==> config.mk <==
export PLATFORM = sky130hd
export DESIGN_NAME = integer_field_formatter_unit
export DESIGN_NICKNAME = d
export VERILOG_FILES = /design/src/sv/iff_pkg.sv /design/src/sv/integer_field_formatter_unit.sv /design/src/sv/iff_datapath.sv /design/src/sv/iff_ctrl.sv
export SDC_FILE = /design/constraint.sdc
export NUM_CORES = 1
export LEC_CHECK = 0
export ABC_CLOCK_PERIOD_IN_PS = 14350
export BUFFER_PORTS_ARGS = -buffer_cell sky130_fd_sc_hd__buf_2
export CORE_MARGIN = 4
export CORE_UTILIZATION = 25
export CTS_BUF_LIST = sky130_fd_sc_hd__clkbuf_4
export CTS_CLUSTER_SIZE = 28
export DETAILED_ROUTE_END_ITERATION = 6
export SLEW_MARGIN = 20
export SYNTH_ARGS = -nofsm -noshare
export SYNTH_HDL_FRONTEND = slang
export SYNTH_SLANG_ARGS = --single-unit
==> constraint.sdc <==
create_clock -name i_clk -period 14.35 [get_ports i_clk]
set_clock_uncertainty 0.15 [all_clocks]
set_input_delay 0.7175 -clock i_clk [delete_from_list [all_inputs] [get_ports i_clk]]
set_output_delay 0.7175 -clock i_clk [all_outputs]
set_load 0.02 [all_outputs]
==> src/sv/iff_pkg.sv <==
// types and constants of the integer field formatter
// no dependencies
`default_nettype none
package iff_pkg;
    localparam logic [2:0] MODE_SDEC = 3'd0;
    localparam logic [2:0] MODE_UDEC = 3'd1;
    localparam logic [2:0] MODE_OCT  = 3'd2;
    localparam logic [2:0] MODE_HEXL = 3'd3;
    localparam logic [2:0] MODE_HEXU = 3'd4;
    localparam logic [2:0] MODE_PTR  = 3'd5;

    localparam logic [1:0] SIZE_SHORT = 2'd1;
    localparam logic [1:0] SIZE_LONG  = 2'd2;

    localparam int ND_W = 5;
    localparam int CNT_W = 7;

    localparam logic [7:0] CH_SPACE = 8'h20;
    localparam logic [7:0] CH_ZERO  = 8'h30;
    localparam logic [7:0] CH_PLUS  = 8'h2b;
    localparam logic [7:0] CH_MINUS = 8'h2d;

    // emission sections in output order
    typedef enum logic [2:0] {
        SEC_LPAD = 3'd0,
        SEC_SIGN = 3'd1,
        SEC_PFX  = 3'd2,
        SEC_ZPAD = 3'd3,
        SEC_DIG  = 3'd4,
        SEC_RPAD = 3'd5
    } t_sec;

    typedef struct packed {
        logic load;
        logic div_step;
        logic emit;
        logic [2:0] sec;
        logic [CNT_W-1:0] idx;
        logic last;
    } t_cmd;

    typedef struct packed {
        logic div_done;
        logic [CNT_W-1:0] n_lpad;
        logic [CNT_W-1:0] n_sign;
        logic [CNT_W-1:0] n_pfx;
        logic [CNT_W-1:0] n_zpad;
        logic [CNT_W-1:0] n_dig;
        logic [CNT_W-1:0] n_rpad;
    } t_stat;

    function automatic logic [7:0] digit_char(input logic [3:0] d, input logic upper);
        logic [7:0] c;
        if (d < 4'd10) c = CH_ZERO + {4'd0, d};
        else if (upper) c = 8'h41 + {4'd0, d} - 8'd10;
        else c = 8'h61 + {4'd0, d} - 8'd10;
        return c;
    endfunction
endpackage
`default_nettype wire

==> src/sv/integer_field_formatter_unit.sv <==
// channel   direction  handshake
// request   in         start high while busy low
// result    out        o_valid strobe, one cycle, o_last on final character of an item
//
// busy stays high until the previous item has been emitted in full: first the digits
// are extracted, one per step for octal and hex and by double dabble, four value bits
// per step, for decimal, none when no digit is written; then the characters are sent.
// Reset is synchronous and clears only the sequencer; the receiver cannot stall.
// depends on iff_pkg, iff_ctrl, iff_datapath
`default_nettype none
module integer_field_formatter_unit import iff_pkg::*; #(
    parameter int MAX_OUT = 64
) (
    input  wire logic        i_clk,
    input  wire logic        i_rst_n,
    input  wire logic        start,
    output logic             busy,
    input  wire logic [2:0]  i_mode,
    input  wire logic [63:0] i_value,
    input  wire logic [1:0]  i_size_mode,
    input  wire logic [6:0]  i_field_width,
    input  wire logic [5:0]  i_min_digits,
    input  wire logic        i_has_precision,
    input  wire logic        i_left_justify,
    input  wire logic        i_plus_sign,
    input  wire logic        i_space_sign,
    input  wire logic        i_alt_form,
    input  wire logic        i_zero_pad,
    output logic             o_valid,
    output logic [7:0]       o_out_char,
    output logic             o_last
);
    t_cmd  cmd;
    t_stat stat;

    iff_ctrl u_ctrl (
        .i_clk(i_clk), .i_rst_n(i_rst_n), .start(start), .busy(busy),
        .i_stat(stat), .o_cmd(cmd), .o_valid(o_valid)
    );

    iff_datapath #(.MAX_OUT(MAX_OUT)) u_dp (
        .i_clk(i_clk), .i_mode(i_mode), .i_value(i_value), .i_size_mode(i_size_mode),
        .i_field_width(i_field_width), .i_min_digits(i_min_digits),
        .i_has_precision(i_has_precision), .i_left_justify(i_left_justify),
        .i_plus_sign(i_plus_sign), .i_space_sign(i_space_sign),
        .i_alt_form(i_alt_form), .i_zero_pad(i_zero_pad),
        .i_cmd(cmd), .o_stat(stat), .o_out_char(o_out_char), .o_last(o_last)
    );
endmodule
`default_nettype wire

==> src/sv/iff_datapath.sv <==
// operand decode, digit extraction and field layout
// depends on iff_pkg
`default_nettype none
module iff_datapath import iff_pkg::*; #(
    parameter int MAX_OUT = 64
) (
    input  wire logic        i_clk,
    input  wire logic [2:0]  i_mode,
    input  wire logic [63:0] i_value,
    input  wire logic [1:0]  i_size_mode,
    input  wire logic [6:0]  i_field_width,
    input  wire logic [5:0]  i_min_digits,
    input  wire logic        i_has_precision,
    input  wire logic        i_left_justify,
    input  wire logic        i_plus_sign,
    input  wire logic        i_space_sign,
    input  wire logic        i_alt_form,
    input  wire logic        i_zero_pad,
    input  wire t_cmd        i_cmd,
    output t_stat            o_stat,
    output logic [7:0]       o_out_char,
    output logic             o_last
);
    localparam logic [CNT_W-1:0] MAXC = CNT_W'(MAX_OUT);
    localparam logic [2:0] BASE_DEC = 3'd0;
    localparam logic [2:0] BASE_OCT = 3'd1;
    localparam logic [2:0] BASE_HEX = 3'd2;

    logic [63:0] r_rem;
    logic [63:0] r_mag;
    logic [2:0]  r_base_sel;
    logic        r_upper;
    logic [7:0]  r_sign_ch;
    logic        r_has_sign, r_alt, r_hasp, r_left, r_zpad;
    logic [5:0]  r_prec;
    logic [6:0]  r_width;
    logic [3:0]  r_digits [24];
    logic [ND_W-1:0] r_nd;
    logic        r_done;

    // ------------- load decode
    logic [2:0]  mode;
    logic [63:0] mag;
    logic        neg, skind, upper, alt;
    logic [2:0]  bsel;
    logic [31:0] low;

    always_comb begin
        mode = (i_mode > MODE_PTR) ? MODE_UDEC : i_mode;
        low = i_value[31:0];
        neg = 1'b0;
        skind = 1'b0;
        upper = 1'b0;
        alt = i_alt_form;
        bsel = BASE_DEC;
        mag = 64'd0;
        case (mode)
            MODE_SDEC: begin
                skind = 1'b1;
                if (i_size_mode == SIZE_LONG) begin
                    neg = i_value[63];
                    mag = neg ? (64'd0 - i_value) : i_value;
                end else begin
                    neg = low[31];
                    mag = neg ? (64'h1_0000_0000 - {32'd0, low}) : {32'd0, low};
                end
            end
            MODE_PTR: begin
                skind = 1'b1;
                mag = i_value;
                bsel = BASE_HEX;
                alt = 1'b1;
            end
            default: begin
                if (i_size_mode == SIZE_LONG) mag = i_value;
                else if (i_size_mode == SIZE_SHORT) mag = {48'd0, i_value[15:0]};
                else mag = {32'd0, low};
                if (mode == MODE_OCT) bsel = BASE_OCT;
                else if (mode == MODE_HEXL) bsel = BASE_HEX;
                else if (mode == MODE_HEXU) begin
                    bsel = BASE_HEX;
                    upper = 1'b1;
                end
            end
        endcase
    end

    // ------------- octal and hex: one digit per step
    // decimal: double dabble, four value bits per step, 16 steps
    logic [3:0]  dig;
    logic [63:0] quo;
    logic [79:0] r_bcd;
    logic [3:0]  r_step;
    logic [79:0] bcd_nx;
    logic [63:0] rem_nx;
    logic [ND_W-1:0] nd_dec;

    always_comb begin
        dig = 4'd0;
        quo = r_rem;
        if (r_base_sel == BASE_OCT) begin
            dig = {1'b0, r_rem[2:0]};
            quo = r_rem >> 3;
        end else if (r_base_sel == BASE_HEX) begin
            dig = r_rem[3:0];
            quo = r_rem >> 4;
        end
    end

    always_comb begin
        bcd_nx = r_bcd;
        rem_nx = r_rem;
        for (int s = 0; s < 4; s++) begin
            for (int j = 0; j < 20; j++) begin
                if (bcd_nx[4*j +: 4] >= 4'd5) bcd_nx[4*j +: 4] = bcd_nx[4*j +: 4] + 4'd3;
            end
            bcd_nx = {bcd_nx[78:0], rem_nx[63]};
            rem_nx = {rem_nx[62:0], 1'b0};
        end
        nd_dec = ND_W'(1);
        for (int j = 1; j < 20; j++) begin
            if (bcd_nx[4*j +: 4] != 4'd0) nd_dec = ND_W'(j + 1);
        end
    end

    logic [ND_W-1:0] nd_inc;
    assign nd_inc = r_nd + ND_W'(1);

    always_ff @(posedge i_clk) begin
        if (i_cmd.load) begin
            r_rem <= mag;
            r_mag <= mag;
            r_base_sel <= bsel;
            r_upper <= upper;
            r_alt <= alt;
            r_hasp <= i_has_precision;
            r_left <= i_left_justify;
            r_zpad <= i_zero_pad && !i_has_precision && !i_left_justify;
            r_prec <= i_min_digits;
            r_width <= (i_field_width > 7'(MAX_OUT)) ? 7'(MAX_OUT) : i_field_width;
            r_has_sign <= skind && (neg || i_plus_sign || i_space_sign);
            r_sign_ch <= neg ? CH_MINUS : (i_plus_sign ? CH_PLUS : CH_SPACE);
            r_nd <= '0;
            r_done <= (mag == 64'd0) && i_has_precision && (i_min_digits == 6'd0);
            r_bcd <= '0;
            r_step <= 4'd15;
        end else if (i_cmd.div_step && !r_done) begin
            if (r_base_sel != BASE_DEC) begin
                r_digits[r_nd] <= dig;
                r_nd <= nd_inc;
                r_rem <= quo;
                if (quo == 64'd0) r_done <= 1'b1;
            end else begin
                r_bcd <= bcd_nx;
                r_rem <= rem_nx;
                r_step <= r_step - 4'd1;
                if (r_step == 4'd0) begin
                    for (int j = 0; j < 20; j++) r_digits[j] <= bcd_nx[4*j +: 4];
                    r_nd <= nd_dec;
                    r_done <= 1'b1;
                end
            end
        end
    end

    // ------------- layout
    logic [CNT_W-1:0] pz, pfx, sg, body, pad, ndx;
    logic [CNT_W:0] body_w;
    always_comb begin
        ndx = CNT_W'(r_nd);
        sg = r_has_sign ? CNT_W'(1) : '0;
        pz = '0;
        if (r_hasp && CNT_W'(r_prec) > ndx) pz = CNT_W'(r_prec) - ndx;
        if (r_base_sel == BASE_OCT && r_alt && pz == '0 && (r_mag != 64'd0 || r_nd == '0))
            pz = CNT_W'(1);
        pfx = (r_base_sel == BASE_HEX && r_alt && r_mag != 64'd0) ? CNT_W'(2) : '0;
        body_w = {1'b0, sg} + {1'b0, pfx} + {1'b0, pz} + {1'b0, ndx};
        if (body_w > {1'b0, MAXC}) begin
            pz = pz - CNT_W'(body_w - {1'b0, MAXC});
            body = MAXC;
        end else begin
            body = body_w[CNT_W-1:0];
        end
        pad = (r_width > body) ? (r_width - body) : '0;
        o_stat.div_done = r_done;
        o_stat.n_lpad = (!r_left && !r_zpad) ? pad : '0;
        o_stat.n_sign = sg;
        o_stat.n_pfx = pfx;
        o_stat.n_zpad = pz + (r_zpad ? pad : '0);
        o_stat.n_dig = ndx;
        o_stat.n_rpad = r_left ? pad : '0;
    end

    // ------------- character output register
    logic [7:0] ch;
    logic [ND_W-1:0] di;
    always_comb begin
        di = r_nd - ND_W'(1) - i_cmd.idx[ND_W-1:0];
        case (i_cmd.sec)
            SEC_SIGN: ch = r_sign_ch;
            SEC_PFX:  ch = (i_cmd.idx == '0) ? CH_ZERO : (r_upper ? 8'h58 : 8'h78);
            SEC_ZPAD: ch = CH_ZERO;
            SEC_DIG:  ch = digit_char(r_digits[di], r_upper);
            default:  ch = CH_SPACE;
        endcase
    end

    always_ff @(posedge i_clk) begin
        o_out_char <= ch;
        o_last <= i_cmd.last;
    end
endmodule
`default_nettype wire

==> src/sv/iff_ctrl.sv <==
// sequencer: load, digit extraction, section-by-section emission
// depends on iff_pkg
`default_nettype none
module iff_ctrl import iff_pkg::*; (
    input  wire logic i_clk,
    input  wire logic i_rst_n,
    input  wire logic start,
    output logic      busy,
    input  t_stat     i_stat,
    output t_cmd      o_cmd,
    output logic      o_valid
);
    typedef enum logic [3:0] {
        ST_IDLE = 4'b0001,
        ST_DIV  = 4'b0010,
        ST_EMIT = 4'b0100,
        ST_END  = 4'b1000
    } t_state;

    t_state r_state, n_state;
    logic [2:0] r_sec, n_sec;
    logic [CNT_W-1:0] r_idx, n_idx;
    logic r_valid;

    logic [CNT_W-1:0] cnt;
    logic [CNT_W-1:0] rest;
    logic any_after;

    always_comb begin
        case (r_sec)
            SEC_LPAD: cnt = i_stat.n_lpad;
            SEC_SIGN: cnt = i_stat.n_sign;
            SEC_PFX:  cnt = i_stat.n_pfx;
            SEC_ZPAD: cnt = i_stat.n_zpad;
            SEC_DIG:  cnt = i_stat.n_dig;
            default:  cnt = i_stat.n_rpad;
        endcase
        any_after = 1'b0;
        if (r_sec < SEC_SIGN && i_stat.n_sign != '0) any_after = 1'b1;
        if (r_sec < SEC_PFX  && i_stat.n_pfx  != '0) any_after = 1'b1;
        if (r_sec < SEC_ZPAD && i_stat.n_zpad != '0) any_after = 1'b1;
        if (r_sec < SEC_DIG  && i_stat.n_dig  != '0) any_after = 1'b1;
        if (r_sec < SEC_RPAD && i_stat.n_rpad != '0) any_after = 1'b1;
        rest = cnt - r_idx;
    end

    always_comb begin
        n_state = r_state;
        n_sec = r_sec;
        n_idx = r_idx;
        o_cmd = '0;
        o_cmd.sec = r_sec;
        o_cmd.idx = r_idx;
        case (r_state)
            ST_IDLE: begin
                if (start) begin
                    o_cmd.load = 1'b1;
                    n_state = ST_DIV;
                end
            end
            ST_DIV: begin
                o_cmd.div_step = 1'b1;
                if (i_stat.div_done) begin
                    o_cmd.div_step = 1'b0;
                    n_state = ST_EMIT;
                    n_sec = SEC_LPAD;
                    n_idx = '0;
                end
            end
            ST_EMIT: begin
                if (r_idx >= cnt) begin
                    if (r_sec == SEC_RPAD) n_state = ST_END;
                    else n_sec = r_sec + 3'd1;
                    n_idx = '0;
                end else begin
                    o_cmd.emit = 1'b1;
                    o_cmd.last = (rest == CNT_W'(1)) && !any_after;
                    n_idx = r_idx + CNT_W'(1);
                end
            end
            ST_END: n_state = ST_IDLE;
            default: n_state = ST_IDLE;
        endcase
    end

    always_ff @(posedge i_clk) begin
        if (!i_rst_n) begin
            r_state <= ST_IDLE;
            r_sec <= SEC_LPAD;
            r_idx <= '0;
            r_valid <= 1'b0;
        end else begin
            r_state <= n_state;
            r_sec <= n_sec;
            r_idx <= n_idx;
            r_valid <= o_cmd.emit;
        end
    end

    assign busy = (r_state != ST_IDLE) || r_valid;
    assign o_valid = r_valid;
endmodule
`default_nettype wire

**Word level (Yosys, flattened, before mapping)**

Memories as Yosys holds them, arrays and structs flattened.
Cells that the tools add are included.

- Flip-flop bits (word level): 272
- Bits in writable memories: 96
- Input port bits: 91
- Word-level logic and storage cells: 501
- Memories kept: 1

Memory list:

| memory | depth | width | rd ports | clocked after Yosys merged registers in | wr ports | RTL line | RTL |
|---|---|---|---|---|---|---|---|
| u_dp.r_digits | 24 | 4 | 1 | 0 | 20 | iff_datapath.sv:37 | `logic [3:0] r_digits [24];` |

- Add/subtract/negate cells: 102
- $lt $le $gt $ge: 92
- Equal/unequal tests: 24
- Mux-type cells: 179
- Bitwise operators: 2
- Reductions and logical operators: 79

Operator list:

| cell | number |
|---|---|
| 64-bit two-way mux | 9 |
| 4-bit two-way mux | 92 |
| 4-bit by 3-bit >= comparator with 1-bit output, second input constant | 80 |
| 4-bit by 2-bit adder with 4-bit output, second input constant | 76 |
| 64-bit logical NOT | 2 |
| 64-bit one-hot mux with 2 select lines | 1 |
| 4-bit nonzero test | 19 |
| 7-bit two-way mux | 10 |
| 64-bit nonzero test | 1 |
| 1-bit by 64-bit subtractor with 64-bit output, first input constant | 1 |
| 3-bit two-way mux | 14 |
| 5-bit two-way mux | 8 |
| 7-bit one-hot mux with 5 select lines | 1 |
| 7-bit nonzero test | 5 |
| 33-bit by 32-bit subtractor with 34-bit output, first input constant | 1 |
| 32-bit two-way mux | 1 |
| 8-bit one-hot mux with 4 select lines | 1 |
| 1-bit two-way mux | 30 |
| 8-bit two-way mux | 3 |
| 7-bit subtractor | 3 |
| 1-bit logical AND | 19 |
| 7-bit by 4-bit adder with 8-bit output, first input constant | 2 |
| 8-bit by 4-bit subtractor with 8-bit output, second input constant | 2 |
| 3-bit by 2-bit == test with 1-bit output, second input constant | 5 |
| 56 further kinds | 92 |

**Logic depth before layout (Yosys ltp)**

Gate-level depths: netlist of the first run.

- Word-level depth: 30
- Depth in mapped cells: 55
- Mapped depth without buffers: 54

**Cells and area by module**

A second synthesis of the first run with hierarchy kept.

- Cell total of the unflattened synthesis: 3948
- Area total of the unflattened synthesis: 33534.7 µm²

By module, submodules not included:

| module | instances | cells each | area an instance (µm²) | seq. area each (µm²) |
|---|---|---|---|---|
| iff_datapath | 1 | 3764 | 32023.2 | 10380.0 |
| iff_ctrl | 1 | 184 | 1511.4 | 300.3 |

**Least setup slack after synthesis of the first run**

OpenSTA, ideal clock, no wires.

- Path kind: register -> register
- From: register u_dp.r_nd[1]
- To: register u_dp.o_last
- Setup time: 0.091 ns
- Data arrival time: 9.941 ns
- Slack: 4.168 ns
- Cell stages (with the launch flop): 53
- Period minus slack after synthesis: 10.182 ns
- Cells stage by stage: dfxtp_1 -> inv_1 -> ha_1 -> nor2b_1 -> o21ai_0 -> a21oi_1 -> o21ai_0 -> a22oi_1 -> o21ai_1 -> nor3_1 -> o32a_1 -> fa_1 -> inv_1 -> ha_1 -> fa_1 -> inv_1 -> nand4_1 -> nor3_1 -> (+17 left out) -> inv_1 -> a221o_1 -> a21oi_1 -> nor2_1 -> a21oi_1 -> a221oi_1 -> ha_1 -> a21o_1 -> a21o_1 -> a21o_1 -> nand2_1 -> inv_1 -> or3_1 -> o31a_1 -> nor3_1 -> a21oi_1 -> or4_1 -> a311oi_1

- Word-level cells in the longest chain between the ends: 22

RTL lines:

| element | RTL line | RTL |
|---|---|---|
| from (decl) | iff_datapath.sv:38 | `logic [ND_W-1:0] r_nd;` |
| from (signal assigned) | iff_datapath.sv:150 | `r_nd <= nd_inc;` |
| from (signal assigned) | iff_datapath.sv:159 | `r_nd <= nd_dec;` |
| parallel branches: the longest is 22 deep, another holds 8-bit by 7-bit adder with 8-bit output | -- |  |
| to (signal assigned) | iff_datapath.sv:210 | `o_last <= i_cmd.last;` |
| to (decl) | iff_datapath.sv:22 | `output logic o_last` |

Parallel ways; which one is timed is not known.
A chain may end at the register's enable or synchronous reset.

**Worst setup path in the final report of the first run**

- From: register u_dp.r_nd[2]
- To: register u_ctrl.r_sec[2]

- Word-level cells in the longest chain between the ends: 19

RTL lines:

| element | RTL line | RTL |
|---|---|---|
| 6-bit by 5-bit > comparator with 1-bit output | iff_datapath.sv:173 | `if (r_hasp && CNT_W'(r_prec) > ndx) pz = CNT_W'(r_prec) - ndx;` |
| 1-bit logical AND | iff_datapath.sv:173 |  |
| 7-bit two-way mux | iff_datapath.sv:173 |  |
| 7-bit logical NOT | iff_datapath.sv:174 | `if (r_base_sel == BASE_OCT && r_alt && pz == '0 && (r_mag != 64'd0 \|\| r_nd == '0))` |
| 1-bit logical AND (2 in a row) | iff_datapath.sv:174 |  |
| 7-bit two-way mux | iff_datapath.sv:174 |  |
| 8-bit by 7-bit adder with 8-bit output | iff_datapath.sv:177 | `body_w = {1'b0, sg} + {1'b0, pfx} + {1'b0, pz} + {1'b0, ndx};` |
| 8-bit by 5-bit adder with 8-bit output | iff_datapath.sv:177 |  |
| (+2 left out) | -- |  |
| 7-bit subtractor / 7-bit > comparator (equally long branches) | iff_datapath.sv:184 | `pad = (r_width > body) ? (r_width - body) : '0;` |
| 7-bit two-way mux | iff_datapath.sv:184 |  |
| 7-bit two-way mux | iff_datapath.sv:189 | `o_stat.n_zpad = pz + (r_zpad ? pad : '0);` |
| 7-bit adder | iff_datapath.sv:189 |  |
| 7-bit one-hot mux with 5 select lines * | iff_ctrl.sv:30 | `case (r_sec)` |
| 7-bit >= comparator * | iff_ctrl.sv:71 | `if (r_idx >= cnt) begin` |
| 2-bit by 1-bit != test with 1-bit output (no source line) * | -- |  |
| 4-bit AND reduction (no source line) * | -- |  |
| to (signal assigned) | iff_ctrl.sv:94 | `r_sec <= n_sec;` |
| to (decl) | iff_ctrl.sv:21 | `logic [2:0] r_sec, n_sec;` |

Mark *: on every way between the ends. The rest lies on a longest branch, timed or not.

==> results of run 1 <==
-- per-layer routing --
metal / GRT usage (%) / vias to the layer above / wire, microns / share of wire [%]
met3: 1.97 / 123 / 4480 / 4.9
met1: 17.1 / 13900 / 42700 / 46
met5: 0 / - / 9 / 0.0098
met4: 3.37 / 2 / 2060 / 2.2
li1: - / 14600 / - / -
met2: 21.0 / 641 / 42800 / 47
-- layout by cell type (no fill, tap or decap), types with 17 or more instances in the layout --
cell type                  count
sky130_fd_sc_hd__a211oi_1    100
sky130_fd_sc_hd__a21o_1       60
sky130_fd_sc_hd__a21oi_1     191
sky130_fd_sc_hd__a31oi_1      23
sky130_fd_sc_hd__and2_1       38
sky130_fd_sc_hd__buf_2       100
sky130_fd_sc_hd__buf_4        23
sky130_fd_sc_hd__clkbuf_4    156
sky130_fd_sc_hd__clkinv_1     26
sky130_fd_sc_hd__dfxtp_1     112
sky130_fd_sc_hd__edfxtp_1    281
sky130_fd_sc_hd__ha_1        221
sky130_fd_sc_hd__inv_1       235
sky130_fd_sc_hd__mux2_2       53
sky130_fd_sc_hd__mux2i_1     100
sky130_fd_sc_hd__mux4_2       40
sky130_fd_sc_hd__nand2_1     307
sky130_fd_sc_hd__nand2b_1    128
sky130_fd_sc_hd__nand3_1      55
sky130_fd_sc_hd__nand4_1      26
sky130_fd_sc_hd__nor2_1      501
sky130_fd_sc_hd__nor2b_1      85
sky130_fd_sc_hd__nor3_1       61
sky130_fd_sc_hd__nor3b_1      24
sky130_fd_sc_hd__nor4_1       47
sky130_fd_sc_hd__o211ai_1     47
sky130_fd_sc_hd__o21a_1       24
sky130_fd_sc_hd__o21ai_0     313
sky130_fd_sc_hd__o21ai_1      44
sky130_fd_sc_hd__o22ai_1      17
sky130_fd_sc_hd__o31ai_1      58
sky130_fd_sc_hd__or3_1        36
sky130_fd_sc_hd__or4_1        18
sky130_fd_sc_hd__xnor2_1      77
sky130_fd_sc_hd__xor2_1       25
-- sequential cells by signal, indices dropped and copies added (netlist names), 4 cells and up --
register / count
u_dp.r_prec: 6
u_ctrl.r_state: 4
u_dp.r_bcd: 80
u_dp.r_digits: 128
u_dp.r_nd: 5
u_dp.r_rem: 64
u_dp.r_mag: 64
u_dp.r_step: 4
u_ctrl.r_idx: 7
u_dp.o_out_char: 7
u_dp.r_width: 7
-- worst paths after layout --
| check | end | slack, ns | depth (start not counted) |
|---|---|---|---|
| max reg2reg | u_ctrl.r_sec[2]$_SDFFE_PN0P_ | 2.43 | 52 |
| min | u_dp.r_width[1]$_SDFFCE_PN0P_ | 0.08 | 2 |
| max | u_ctrl.r_sec[2]$_SDFFE_PN0P_ | 2.43 | 52 |
| min reg2reg | u_dp.o_out_char[2]$_SDFF_PP0_ | 0.31 | 2 |
-- cell families after synthesis --
kind of cell    Yosys count  share of synthesized area (%)
compound gates         1098                           21.7
xor+xnor                103                           2.73
fa+ha+maj               231                           8.86
buf+inv                 426                           5.06
flops                   393                           32.0
mux                     203                           7.89
other cells               1                         0.0112
simple gates           1461                           21.8
-- critical path, delay by kind of cell, from the launching register on --
family                     cells  cell delay, ns
AOI/OAI and AO/OA             27            5.49
xor gates and xnor gates       1            0.15
adders and majority gates      8            2.50
buffers and inverters          6            0.81
DFF                            1            0.61
and+or+nand+nor               10            2.11
-- per-stage QoR --
stage               hold WS, ns  util [%]  std cells
finish                   0.0776      28.1       5841
floorplan                 0.268         -       3916
global route             0.0290      28.1       5839
detailed placement        0.316      26.9       5618
global placement          0.333      26.9       5618
CTS                     0.00691      28.1       5835
-- power groups by stage --
stage	clock network (mW)	logic, mW	registers (mW)
floorplan	0	0.534	1.33
global placement	0	0.716	1.35
detailed placement	0	0.725	1.35
CTS	1.06	0.732	1.33
global route	1.13	0.817	1.33
finish	1.03	0.733	1.33
-- cell type report --
| type | instances | area [sq um] |
|---|---|---|
| Clock inverter | 45 | 235 |
| Timing Repair Buffer | 140 | 853 |
| Sequential cell | 393 | 10700 |
| Fill cell | 14100 | 95000 |
| Antenna cell | 6 | 15.0 |
| Tap cell | 1755 | 2200 |
| Inverter | 249 | 942 |
| Multi-Input combinational cell | 3097 | 21100 |
| Clock buffer | 156 | 1170 |
==> results.txt, run 1 <==
The worst setup slack after placement is 2.53 ns. From bottom edge to top edge, the die measures 373 microns. Counting every net in the synthesized netlist gives 4238. The logic gate share of total power came out at 23.7%. The mapped netlist covers 33400 sq um. Summing internal, switching and leakage power gives 3.09 mW.

Entering global routing, the biggest net connects 168 pins. The run finished with clean final reports. The count of cell types in the netlist is 128.

Once the floorplan was initialized, standard cells occupied 25.3% of the core. After synthesis, the share of flip-flops with an asynchronous set or reset is 0%. The total global routing overflow is 0. The number of ports placed on the die boundary came out at 102. The most critical setup path has its startpoint at u_dp.r_nd[2]$_SDFFE_PP0P_. The buffers inserted during post-CTS setup optimization came out at 0. The cell that appears most often on the critical path is sky130_fd_sc_hd__a21oi_1. In the post-route analysis, the smallest setup slack over all paths is 2.43 ns. The final-report hold violation count is 0. The number of maximum-capacitance violations came out at 0. Summed over all failing endpoints, the final setup total negative slack is 0 ns.

The number of buffers inserted by hold repair at cts came out at 16. The maximum level of the CTS H-tree is 3. The post-synthesis area per instance is 8.52 sq um. The max-slew violation count is 0. For the pin with the worst max-slew slack, the measured transition is 1.16 ns. By area the synthesized netlist is led by sky130_fd_sc_hd__edfxtp_1, sky130_fd_sc_hd__ha_1, sky130_fd_sc_hd__dfxtp_1. The worst-case headroom to the max-slew limit is 22.0%. The upper clock frequency limit came out at 83.9 MHz. The core area came out at 132000 sq um.

The cell row count came out at 133. For this run, design rule violations remaining after detail routing come to 0. The total wire length after detailed routing is 92.0 mm. The share of the clock period used by the worst path is 83.1%.

TritonCTS built the clock tree. The clock latency reported for the late side of the worst-skew pair came out at 0.89 ns. The area of the die is 139000 sq um. The total global routing track utilization came out at 12.7%.

The fraction of final layout cells sized beyond drive strength 1 is 13.0%. Summing all placed instances gives a cell area of 35600 sq um. The maximum resistive drop on vdd is 0.0000493 V. The source of the worst register-to-register timing path is u_dp.r_nd[2]$_SDFFE_PP0P_. The routed via count divided by cell count is 5.01.

The cell with the most instances after synthesis is sky130_fd_sc_hd__nor2_1. The initial antenna violation count is 8. In this run the most critical hold path is launched from i_field_width[1]. The slowest cell on the critical path is sky130_fd_sc_hd__dfxtp_1. The tree built by TritonCTS fans out to 393 sinks. Setup repair after global routing left no endpoint under its margin. The delay of the slowest cell on the worst path is 0.61 ns. The reported net switching power is 1.00 mW. The fraction of power consumed by the clock network came out at 33.4%.

For this design the ratio of total power to cell area is 83.2 nW/um^2. The internal power contribution is 2.09 mW. The initial detailed-routing violation count is 2051. From left edge to right edge, the die measures 373 microns. The clock buffer count from CTS came out at 107. The clock transition at the registers of the reported paths came out at 0.07 ns.

The clock passes through at most 3 buffers. The final period demand of the worst path came out at 11.92 ns. The min-delay analysis places its worst path in the category in2reg. The first-pass GRT wire length came out at 148 mm.

The average wire per cell in the routed design is 15.8 microns. The nature of the critical path startpoint is a flip-flop. The number of port buffers came out at 100. Sequential elements use 32.0% of the synthesized area.

The arrival time of the worst setup path is 12.55 ns. The detailed placement HPWL is 68.8 mm. In this run the clock root is driven by a sky130_fd_sc_hd__clkbuf_4.

At the end of routability-driven placement, the weighted congestion stood at 0.860. The synthesis warning total came out at 0. The via count of the routed design is 29200. In this run the remaining antenna-violating nets after routing total 0. Sequential cells account for 42.9% of the total power. The via count of the first global-routing pass came out at 27700.

The post-synthesis register bit count came out at 393. The category of the worst setup path capture point is a flip-flop. The count of flip-flops with a built-in enable after synthesis came out at 281. The final layout contains 4310 nets.

The switching power share of the total came out at 32.3%. The number of endpoints failing setup at the final stage is 0. The primary flip-flop cell chosen by synthesis mapping is sky130_fd_sc_hd__edfxtp_1. The number of cells produced by synthesis is 3916. The dominant cell type by area after synthesis is sky130_fd_sc_hd__edfxtp_1. The final non-filler cell area is 37100 sq um. The critical path in this run is classified as reg2reg. The area added between synthesis and finish is 11.3%. The leakage power total came out at 13.7 nW. Post-CTS repair changed the size of 0 cells. The largest fanout on the critical path is 12. In the synthesized netlist, the cells that appear most often are sky130_fd_sc_hd__nor2_1, sky130_fd_sc_hd__o21ai_0, sky130_fd_sc_hd__nand2_1. The number of iterations in the first detailed-routing pass came out at 5. At the worst endpoint, the required time is 14.98 ns.

The area share of the largest cell type after synthesis is 25.3%.
Power figures use the tool's default switching activity.
==> run 2, diff against run 1 <==
Settings changed: ABC_CLOCK_PERIOD_IN_PS 14350 to 12100.
Clock period 14.35 ns to 12.1 ns, I/O delays scaled along.
==> results.txt, run 2 (synthesis results as in run 1) <==
The flow ran to the end, and the final reports show no timing, DRC or antenna violations. The final period demand of the worst path came to 11.16 ns (-0.758 ns). The clock transition at the registers of the reported paths is 0.07 ns (about the same). The worst setup slack after placement is 0.590 ns (-1.94 ns). The number of non-filler instances in the completed layout came out at 5870 (+0.50%). The clock buffer count from CTS is 108 (+0.93%).

The post-layout utilization of the core was 28.4% (+0.24 points). In this design, the critical path's most frequently occurring cell is sky130_fd_sc_hd__a21oi_1. The number of filler instances in the final layout is 14200 (+0.23%). The class of the tightest hold or removal check is in2reg. The total instance count after detailed placement is 5620 (+0.036%). The total global routing overflow is 0 (unchanged).

The worst setup path is of the reg2reg kind. In this design, the largest share of critical-path delay is due to compound AO/OA/AOI/OAI gates. The number of ports placed on the die boundary is 102 (unchanged). The average wire per cell in the routed design came to 15.7 microns (about the same). The area of the die came out at 139000 sq um (unchanged). The worst hold slack came out at 0.0821 ns (+0.00443 ns). The number of maximum-capacitance violations came out at 0 (unchanged). The fraction of final layout cells sized beyond drive strength 1 came out at 13.0% (+0.055 points). The post-layout worst setup margin came to 0.938 ns (-1.49 ns). The floorplan die width is 373 microns (unchanged). The register with the most flip-flops in the final layout is u_dp.r_digits. The clock sink count came out at 393 (unchanged). The leakage power total is 13.8 nW (+0.89%). The max-slew violation count came out at 0 (unchanged). The number of antenna-violating nets in the routed design is 0 (unchanged). The core area is 132000 sq um (unchanged).

The die height is 373 microns (unchanged). The routed via count divided by cell count came out at 5.00 (about the same). The via count of the routed design is 29400 (+0.41%). The number of iterations in the first detailed-routing pass is 5 (unchanged). The cell row count came out at 133 (unchanged). The post-detailed-placement cell area came to 35600 sq um (about the same).

The worst-case headroom to the max-slew limit came out at 27.5% (+5.5 points). The register-to-register path setup slack came out at 0.94 ns (-1.49 ns). The slew of the pin with the lowest slew margin is 1.07 ns (-0.0838 ns).

The detailed placement HPWL is 69.1 mm (+0.42%). The delay of the slowest cell on the worst path is 0.48 ns (-0.13 ns). The total global routing track utilization was 12.5% (-0.13 points). The largest registers in the layout are u_dp.r_digits: 128 flops, u_dp.r_bcd: 80 flops. The initial detailed-routing violation count is 2188 (+6.7%).

The arrival time of the worst setup path came to 11.75 ns (-0.80 ns). The most common library cell in the layout ignoring fill and taps is sky130_fd_sc_hd__nor2_1. The area used by sequential logic in the layout came out at 10700 sq um (unchanged). Setup repair after global routing left no endpoint under its margin. The maximum count of clock buffers along a single path is 3 (unchanged). The slowest cell on the critical path is sky130_fd_sc_hd__fa_1.

The final RePlAce weighted congestion came to 0.856 (-0.49%). The nature of the critical path startpoint is a flip-flop. The clock latency reported for the late side of the worst-skew pair is 0.86 ns (-0.03 ns).

The top cell types in the final layout, fill and taps aside, are sky130_fd_sc_hd__nor2_1, sky130_fd_sc_hd__o21ai_0, sky130_fd_sc_hd__nand2_1. The final-report hold violation count is 0 (unchanged). The total design power came out at 3.68 mW (+19%). The category of the worst setup path capture point is a flip-flop.

The worst hold path stage count is 2 (unchanged). The area used by multi-input combinational logic came out at 21100 sq um (+0.11%). The remaining routing DRC violations came out at 0 (unchanged). The number of buffers and inverters on the critical path is 7 (+1). The initial antenna violation count is 5 (-3).

The area added between synthesis and finish is 12.2%. The share of the clock period used by the worst path came to 92.2% (+9.2 points). The maximum level of the CTS H-tree is 3 (unchanged).

The total wire length after detailed routing came out at 92.4 mm (+0.46%). The root buffer cell chosen for the clock tree is sky130_fd_sc_hd__clkbuf_4. The via count of the first global-routing pass is 27800 (+0.31%). The setup TNS is 0 ns (unchanged). The count of cells along the worst register-to-register path came to 54 (+3.8%). The first-pass GRT wire length came out at 147 mm (-0.63%). The starting density of the core was 25.3% (unchanged).

The logic depth of the worst setup path including buffers was 54 (+3.8%). The cell area power density came out at 98.2 nW/um^2 (+18%). The largest fanout on the critical path came out at 12 (unchanged).

The flip-flop count of the largest register, all copies and words added is 128 (unchanged). TritonCTS built the clock tree. The number of port buffers came out at 100 (unchanged). The upper clock frequency limit is 89.6 MHz (+6.8%).

The number of endpoints failing setup at the final stage came to 0 (unchanged). The critical path data required time is 12.69 ns (-2.29 ns). The final non-filler cell area came out at 37500 sq um (+0.85%). The total number of nets in the final design is 4342 (+0.74%).

The largest net degree at the start of global routing is 143 (-15%). The maximum resistive drop on vdd is 0.0000644 V (+31%).
run 2: repair_timing:
item | 4_1_cts | 5_1_grt
hold buffers | 42 | 0
endpoints found under the hold margin | 42 | 0
resized for setup | 0 | 3
setup endpoints to repair | 0 | 12
buffers inserted | 0 | 3
run 2: layer usage:
metal | vias to the layer above | global-route usage (%) | share of wire [%]
met5 | - | 0 | 0
met4 | 0 | 3.84 | 2.6
met3 | 128 | 1.90 | 5.1
met2 | 710 | 20.8 | 46
met1 | 13900 | 16.8 | 46
li1 | 14600 | - | -
run 2: where the power goes:
group          internal [mW]  total, mW  switching (mW)
clock                  0.639       1.23           0.587
combinational          0.340      0.879           0.539
sequential              1.53       1.57          0.0492
total                   2.50       3.68            1.18
run 2: path summary, 6_finish.rpt:
kind / endpoint / start
worst min-delay path: u_dp.r_mag[17]$_DFFE_PP_ / i_value[17]
worst max register to register: u_ctrl.r_sec[2]$_SDFFE_PN0P_ / u_dp.r_nd[1]$_SDFFE_PP0P_
worst max-delay path: u_ctrl.r_sec[2]$_SDFFE_PN0P_ / u_dp.r_nd[1]$_SDFFE_PP0P_
worst min register to register: u_dp.o_out_char[2]$_SDFF_PP0_ / u_dp.r_sign_ch[2]$_SDFFCE_PP1P_
run 2: cell type report:
cell class / instances / area share [%]
clock inverters: 36 / 0.508
flip-flops and latches: 393 / 28.5
diodes: 6 / 0.0401
inverters: 249 / 2.51
well taps: 1755 / 5.86
clock buffers: 163 / 3.27
multi-input cells: 3097 / 56.3
repair buffers: 171 / 3.04
